`src/rtl/irpd_pkg.sv`:
```
package irpd_pkg;

	// Frame phases of the transmitter.
	typedef enum logic [2:0] {
		PH_IDLE       = 3'd0,
		PH_LEAD_MARK  = 3'd1,
		PH_LEAD_SPACE = 3'd2,
		PH_BIT_MARK   = 3'd3,
		PH_BIT_SPACE  = 3'd4,
		PH_TRAIL_MARK = 3'd5
	} phase_t;

	// Input opcodes.
	localparam logic OP_TICK  = 1'b0;
	localparam logic OP_START = 1'b1;

	// Configuration register indexes.
	localparam int CFG_IDX_W = 3;
	localparam int CFG_DATA_W = 8;
	localparam logic [CFG_IDX_W-1:0] REG_ADDR_FIRST   = 3'd0;
	localparam logic [CFG_IDX_W-1:0] REG_ADDR_SECOND  = 3'd1;
	localparam logic [CFG_IDX_W-1:0] REG_LEAD_MARK    = 3'd2;
	localparam logic [CFG_IDX_W-1:0] REG_LEAD_SPACE   = 3'd3;
	localparam logic [CFG_IDX_W-1:0] REG_BIT_MARK     = 3'd4;
	localparam logic [CFG_IDX_W-1:0] REG_ONE_SPACE    = 3'd5;
	localparam logic [CFG_IDX_W-1:0] REG_ZERO_SPACE   = 3'd6;

	// Register values after reset.
	localparam logic [7:0] RST_ADDR_FIRST  = 8'd255;
	localparam logic [7:0] RST_ADDR_SECOND = 8'd255;
	localparam logic [7:0] RST_LEAD_MARK   = 8'd223;
	localparam logic [7:0] RST_LEAD_SPACE  = 8'd117;
	localparam logic [7:0] RST_BIT_MARK    = 8'd10;
	localparam logic [7:0] RST_ONE_SPACE   = 8'd15;
	localparam logic [7:0] RST_ZERO_SPACE  = 8'd41;

	// Number of data bits in a frame, and the index of the last one.
	localparam int FRAME_BITS = 32;
	localparam logic [4:0] LAST_BIT = 5'd31;

endpackage

```
`src/rtl/ir_pulse_distance_transmitter_top.sv`:
```
// Pulse-distance infrared frame transmitter. Each input word is either one
// carrier-period tick (opcode 0) or a request to start a frame (opcode 1)
// carrying a command byte; a start while a frame is running is ignored.
// A frame is a leader mark, a leader space, 32 data bits sent LSB first
// (first address, second address, inverted command, command), each a mark
// and then a short space for a one or a long space for a zero, and finally
// a trailer mark. Phase lengths in ticks come from the configuration
// registers, and a new value takes effect immediately; a length of zero acts
// as one. Every input word gives exactly one output word describing the
// state after that word: mark, busy_res, and frame_done on the tick that
// ends the trailer. The block takes one word per clock cycle: the frame
// state updates in the cycle of acceptance and the result sits in an output
// register, so input is stalled only while that register holds a word that
// the receiver is stalling.
module ir_pulse_distance_transmitter_top (
	input  logic                               clk,
	input  logic                               arst_n,
	// Input channel
	input  logic                               in_valid,
	output logic                               in_stall,
	input  logic                               opcode,
	input  logic [7:0]                         command,
	// Output channel
	output logic                               out_valid,
	input  logic                               out_stall,
	output logic                               mark,
	output logic                               busy_res,
	output logic                               frame_done,
	// Configuration write port
	input  logic                               cfg_we,
	input  logic [irpd_pkg::CFG_IDX_W-1:0]     cfg_index,
	input  logic [irpd_pkg::CFG_DATA_W-1:0]    cfg_data
);
	import irpd_pkg::*;

	logic [7:0] addr_first_q;
	logic [7:0] addr_second_q;
	logic [7:0] lead_mark_q;
	logic [7:0] lead_space_q;
	logic [7:0] bit_mark_q;
	logic [7:0] one_space_q;
	logic [7:0] zero_space_q;

	phase_t                  phase_q, phase_d;
	logic [7:0]              tick_q, tick_d;
	logic [4:0]              bit_idx_q, bit_idx_d;
	logic [FRAME_BITS-1:0]   shift_q, shift_d;
	logic                    done_d;

	logic       out_valid_q;
	logic       mark_q, busy_q, done_q;
	logic       mark_d, busy_d;
	logic       in_accept;
	logic [7:0] phase_len;
	logic [8:0] tick_inc;

	// Handshake: accept while the output register is free or being emptied.
	assign in_stall  = out_valid_q & out_stall;
	assign in_accept = in_valid & ~in_stall;

	// Configuration registers.
	always_ff @(posedge clk or negedge arst_n) begin
		if (!arst_n) begin
			addr_first_q  <= RST_ADDR_FIRST;
			addr_second_q <= RST_ADDR_SECOND;
			lead_mark_q   <= RST_LEAD_MARK;
			lead_space_q  <= RST_LEAD_SPACE;
			bit_mark_q    <= RST_BIT_MARK;
			one_space_q   <= RST_ONE_SPACE;
			zero_space_q  <= RST_ZERO_SPACE;
		end else if (cfg_we) begin
			unique case (cfg_index)
				REG_ADDR_FIRST:  addr_first_q  <= cfg_data;
				REG_ADDR_SECOND: addr_second_q <= cfg_data;
				REG_LEAD_MARK:   lead_mark_q   <= cfg_data;
				REG_LEAD_SPACE:  lead_space_q  <= cfg_data;
				REG_BIT_MARK:    bit_mark_q    <= cfg_data;
				REG_ONE_SPACE:   one_space_q   <= cfg_data;
				REG_ZERO_SPACE:  zero_space_q  <= cfg_data;
				default: ;
			endcase
		end
	end

	// Length of the current phase in ticks.
	always_comb begin
		unique case (phase_q)
			PH_LEAD_MARK:  phase_len = lead_mark_q;
			PH_LEAD_SPACE: phase_len = lead_space_q;
			PH_BIT_SPACE:  phase_len = shift_q[0] ? one_space_q : zero_space_q;
			default:       phase_len = bit_mark_q;
		endcase
	end

	assign tick_inc = {1'b0, tick_q} + 9'd1;

	// Next frame state for the accepted word.
	always_comb begin
		phase_d   = phase_q;
		tick_d    = tick_q;
		bit_idx_d = bit_idx_q;
		shift_d   = shift_q;
		done_d    = 1'b0;
		if (opcode == OP_START) begin
			if (phase_q == PH_IDLE) begin
				shift_d   = {command, ~command, addr_second_q, addr_first_q};
				phase_d   = PH_LEAD_MARK;
				tick_d    = '0;
				bit_idx_d = '0;
			end
		end else if (phase_q != PH_IDLE) begin
			if (tick_inc >= {1'b0, phase_len}) begin
				tick_d = '0;
				unique case (phase_q)
					PH_LEAD_MARK:  phase_d = PH_LEAD_SPACE;
					PH_LEAD_SPACE: phase_d = PH_BIT_MARK;
					PH_BIT_MARK:   phase_d = PH_BIT_SPACE;
					PH_BIT_SPACE: begin
						shift_d = {1'b0, shift_q[FRAME_BITS-1:1]};
						if (bit_idx_q >= LAST_BIT) begin
							bit_idx_d = '0;
							phase_d   = PH_TRAIL_MARK;
						end else begin
							bit_idx_d = bit_idx_q + 5'd1;
							phase_d   = PH_BIT_MARK;
						end
					end
					default: begin
						phase_d = PH_IDLE;
						done_d  = 1'b1;
					end
				endcase
			end else begin
				tick_d = tick_inc[7:0];
			end
		end
	end

	// Result bits from the next state.
	always_comb begin
		busy_d = (phase_d != PH_IDLE);
		mark_d = (phase_d == PH_LEAD_MARK) || (phase_d == PH_BIT_MARK) ||
			(phase_d == PH_TRAIL_MARK);
	end

	// Frame state registers.
	always_ff @(posedge clk or negedge arst_n) begin
		if (!arst_n) begin
			phase_q   <= PH_IDLE;
			tick_q    <= '0;
			bit_idx_q <= '0;
			shift_q   <= '0;
		end else if (in_accept) begin
			phase_q   <= phase_d;
			tick_q    <= tick_d;
			bit_idx_q <= bit_idx_d;
			shift_q   <= shift_d;
		end
	end

	// Output word register.
	always_ff @(posedge clk or negedge arst_n) begin
		if (!arst_n) begin
			out_valid_q <= 1'b0;
		end else if (in_accept) begin
			out_valid_q <= 1'b1;
		end else if (!out_stall) begin
			out_valid_q <= 1'b0;
		end
	end

	always_ff @(posedge clk) begin
		if (in_accept) begin
			mark_q <= mark_d;
			busy_q <= busy_d;
			done_q <= done_d;
		end
	end

	assign out_valid  = out_valid_q;
	assign mark       = mark_q;
	assign busy_res   = busy_q;
	assign frame_done = done_q;

`ifndef SYNTH
	// The word that ends a frame reports the transmitter as idle and dark.
	a_done_idle: assert property (@(posedge clk) disable iff (!arst_n)
		out_valid && frame_done |-> !busy_res && !mark)
		else $error("frame_done reported while still busy or marking");

	// While idle, the tick counter and bit index rest at zero.
	a_idle_clear: assert property (@(posedge clk) disable iff (!arst_n)
		phase_q == PH_IDLE |-> tick_q == '0 && bit_idx_q == '0)
		else $error("idle phase with stale counters");

	// A start accepted while idle always enters the leader mark.
	a_start_lead: assert property (@(posedge clk) disable iff (!arst_n)
		in_accept && opcode == OP_START && phase_q == PH_IDLE
		|=> phase_q == PH_LEAD_MARK && mark && busy_res)
		else $error("start did not begin the leader mark");

	// A held output word blocks the input side.
	a_hold_stall: assert property (@(posedge clk) disable iff (!arst_n)
		out_valid && out_stall |-> in_stall)
		else $error("input accepted while output word is held");
`endif

endmodule

```
`config.mk`:
```
export PLATFORM = sky130hd
export DESIGN_NAME = ir_pulse_distance_transmitter_top
export DESIGN_NICKNAME = d
export VERILOG_FILES = /design/src/rtl/irpd_pkg.sv /design/src/rtl/ir_pulse_distance_transmitter_top.sv
export SDC_FILE = /design/constraint.sdc
export NUM_CORES = 1
export LEC_CHECK = 0
export ABC_AREA = 1
export ABC_CLOCK_PERIOD_IN_PS = 2900
export BUFFER_PORTS_ARGS = -buffer_cell sky130_fd_sc_hd__buf_2
export CAP_MARGIN = 20
export CELL_PAD_IN_SITES_DETAIL_PLACEMENT = 1
export CELL_PAD_IN_SITES_GLOBAL_PLACEMENT = 1
export CORE_ASPECT_RATIO = 0.75
export CORE_UTILIZATION = 30
export DETAILED_ROUTE_END_ITERATION = 6
export PLACE_DENSITY = 0.56
export SETUP_SLACK_MARGIN = 0.05
export SLEW_MARGIN = 5
export SYNTH_ARGS = -nofsm -noshare
export SYNTH_HDL_FRONTEND = slang
export SYNTH_SLANG_ARGS = --single-unit
```
`constraint.sdc`:
```
create_clock -name clk -period 2.9 [get_ports clk]
set_clock_uncertainty 0.05 [all_clocks]
set_input_delay 0.435 -clock clk [delete_from_list [all_inputs] [get_ports clk]]
set_output_delay 0.435 -clock clk [all_outputs]
set_load 0.02 [all_outputs]
```
==> impl_metrics.env <==
export IMPL_gr_usage_all_layers_pct=15.6
export IMPL_dieWidth_um=157
export IMPL_synthFlopType="dfrtp_1"
export IMPL_pin_count_of_the_biggest_net_entering_global_routing=46
export IMPL_stdcell_count=903
export IMPL_utilization_pct=36.2
export IMPL_vias_per_cell=4.64
export IMPL_num_io_pins=30
export IMPL_status="finished, violations left"
export IMPL_stdcell_area_mm2=0.00639
export IMPL_max_freq_mhz=371
export IMPL_core_area_mm2=0.0177
export IMPL_final_net_count=692
export IMPL_numClockSinks=108
export IMPL_layout_area_overhead_vs_synth_pct=17.7
export IMPL_critPathKind="flop to flop"
export IMPL_worst_slew_pin_transition_ns=0.695
export IMPL_row_count=42
export IMPL_cell_area_after_technology_mapping_mm2=0.00543
export IMPL_met3_length_um=492
export IMPL_number_of_failing_hold_endpoints_at_the_final_stage=1
export IMPL_clock_latency_ns=0.36
export IMPL_place_congestion=0.833
export IMPL_critPathCaptureType="flop"
export IMPL_grt_antenna_before_repair=0
export IMPL_power_switching_fraction_pct=36.8
export IMPL_vdd_ir_drop_worst_mv=0.303
export IMPL_most_frequent_cells_in_the_layout="174 x nand2_1, 89 x o21ai_0, 66 x dfrtp_1"
export IMPL_setup_tns_ns=0
export IMPL_min_clock_period_post_route_ns=2.69
export IMPL_root_buffer="clkbuf_16"
export IMPL_area_of_the_die_mm2=0.0186
export IMPL_cp_data_required_time_ns=3.10
export IMPL_cts_buffers_inserted=9
export IMPL_period_share_pct=92.9
export IMPL_finalMaxSlewViolations=0
export IMPL_grt_overflow_total=0
export IMPL_route_antenna_remaining_nets=0
export IMPL_failed_checks="negative hold slack"
export IMPL_total_wire_length_after_detailed_routing_um=13400
export IMPL_power_frac_comb_pct=37.3
export IMPL_detail_routed_net_length_per_standard_cell_um=14.8
export IMPL_cts_htree_levels=3
export IMPL_reg2reg_from="phase_q[1]"
export IMPL_drt_initial_drc_count=197
export IMPL_fillers=2094
export IMPL_layout_commonest_cell="nand2_1"
export IMPL_first_global_vias=4339
export IMPL_hold_ws_ns=-0.00484
export IMPL_met2WireLength_um=5700
export IMPL_clkTransAtPathRegs_ns=0.08
export IMPL_timing_critical_path_from="phase_q[1]"
export IMPL_critical_path_startpoint_category="flop"
export IMPL_cellInternalPower_mw=3.59
export IMPL_place_detailed_instances=882
export IMPL_max_slew_margin_rel_pct=53.5
export IMPL_cts_root_to_sink_buffers=2
export IMPL_synth_yosys_warnings=0
export IMPL_insertedDiodeCount=0
export IMPL_post_synth_cell_area_avg_um2=8.86
export IMPL_detail_route_drc_violations=0
export IMPL_power_density_cell_area_mw_per_mm2=888
export IMPL_m1WireLength_um=7040
export IMPL_placement_setup_worst_slack_ns=-0.0141
export IMPL_drive_above_1_share_pct=30.3
export IMPL_initial_utilization_pct=30.7
export IMPL_synth_cell_types=44
export IMPL_grt_setup_unrepaired="true"
export IMPL_cap_violations=0
export IMPL_synth_net_count=649
export IMPL_detail_route_first_pass_iterations=4
export IMPL_async_reset_ff_share_pct=97.2
export IMPL_net_switching_power_mw=2.09
export IMPL_highest_layer="met4"
export IMPL_cp_max_fo=10
export IMPL_total_leakage_power_nw=2.95
export IMPL_postCtsHoldBufs=0
export IMPL_hp_class="primary input to async pin"
export IMPL_yosys_register_bits=108
export IMPL_netlist_instances=613
export IMPL_grt_first_pass_wirelength_um=22500
export IMPL_postPlaceCellArea_mm2=0.00594
export IMPL_totalPowerFinal_mw=5.68
export IMPL_tritoncts_clock_tree="yes"
export IMPL_timing_critical_path_arrival_ns=2.89
export IMPL_sequentialPowerShare_pct=40.2
export IMPL_power_share_clock_pct=22.6
export IMPL_number_of_enable_flip_flop_cells_after_synthesis=3
export IMPL_die_height_um=119
export IMPL_final_worst_slack_ns=0.206
export IMPL_total_number_of_vias=4188
export IMPL_setup_viol=0
export IMPL_detailed_place_hpwl_um=9610
export IMPL_io_buffers=29
export IMPL_seq_area_frac_synth_pct=50.9
## cell families after synthesis
family / share of synthesized area, %
adders and majority gates: 2.54
AOI/OAI and AO/OA: 19.2
buffers and inverters: 7.79
DFF: 50.9
xor gates and xnor gates: 0.645
and+or+nand+nor: 18.9
## critical path, stage by stage, from the launching register on
cell and delay, ns:
dfrtp_2 0.47, nor2_4 0.14, nand2_2 0.08, buf_4 0.17, o311ai_0 0.33, a31oi_1 0.09
ha_1 0.30, a21oi_1 0.16, nand2_2 0.09, nand2_4 0.11, nand3_4 0.09, nand2_4 0.13
inv_8 0.07, buf_12 0.14, o211ai_1 0.07, o21ai_1 0.08
## cell type report
| cell class | instances | area (µm²) | area share, % |
|---|---|---|---|
| inverters | 73 | 288 | 4.50 |
| clock buffers | 11 | 243 | 3.80 |
| flip-flops and latches | 108 | 2770 | 43.3 |
| repair buffers | 54 | 393 | 6.15 |
| clock inverters | 5 | 60.1 | 0.940 |
| multi-input cells | 410 | 2340 | 36.6 |
| well taps | 242 | 303 | 4.74 |
## state kept, by name, indices dropped and copies added (netlist names)
signal / count
addr_first_q: 8
lead_space_q: 8
busy_res: 1
zero_space_q: 8
tick_q: 8
bit_mark_q: 8
one_space_q: 8
phase_q: 3
mark: 1
bit_idx_q: 5
frame_done: 1
lead_mark_q: 8
shift_q: 32
addr_second_q: 8
out_valid: 1
## repair_timing
| item | in CTS | in global routing |
|---|---|---|
| pin swaps | 0 | 5 |
| hold endpoints to repair | 0 | 0 |
| setup endpoints to repair | 42 | 48 |
| buffers inserted | 0 | 5 |
| gates resized for setup | 7 | 34 |
| gates cloned | 0 | 0 |
## cells in the mapped netlist (3+ instances only)
cell | number | area, µm²
nand2_1 | 181 | 679
o21ai_0 | 94 | 470
dfrtp_1 | 68 | 1700
inv_1 | 65 | 244
dfstp_2 | 37 | 972
o21ai_2 | 24 | 210
nor2_1 | 16 | 60.1
o211ai_2 | 16 | 200
nand3_1 | 15 | 75.1
clkbuf_1 | 12 | 45.0
ha_1 | 11 | 138
a21oi_1 | 8 | 40.0
or2_2 | 7 | 43.8
inv_2 | 6 | 22.5
buf_2 | 4 | 20.0
xor2_1 | 4 | 35.0
a221oi_1 | 3 | 26.3
buf_6 | 3 | 33.8
edfxtp_1 | 3 | 90.1
nand2_2 | 3 | 18.8
nand4_1 | 3 | 18.8
o22ai_1 | 3 | 18.8
## power groups by stage
| stage | Combinational (mW) | Sequential (mW) | Clock, mW |
|---|---|---|---|
| CTS | 1.96 | 2.27 | 1.34 |
| global placement | 1.86 | 2.28 | 0 |
| global route | 2.42 | 2.33 | 1.39 |
| floorplan | 1.38 | 2.25 | 0 |
| detailed placement | 1.92 | 2.29 | 0 |
| finish | 2.12 | 2.28 | 1.28 |
## routing by layer
metal  GRT usage [%]  up-vias
li1                -     2091
met1            23.0     2036
met2            22.6       53
met3            3.30        8
met4            4.55        0
met5               0        -
## path summary, 6_finish.rpt
| check | slack [ns] | endpoint | cells past startpoint |
|---|---|---|---|
| setup reg to reg | 0.21 | shift_q[0] | 15 |
| hold reg to reg | 0.44 | shift_q[30] | 2 |
| hold / removal | -0.005 | out_valid | 1 |
| min in group clk | 0.26 | out_valid | 3 |
| max in group asynchronous | 2.03 | lead_space_q[4] | 2 |
| setup / recovery | 0.21 | shift_q[0] | 15 |
Note: power is estimated with default switching activity, not from simulation.
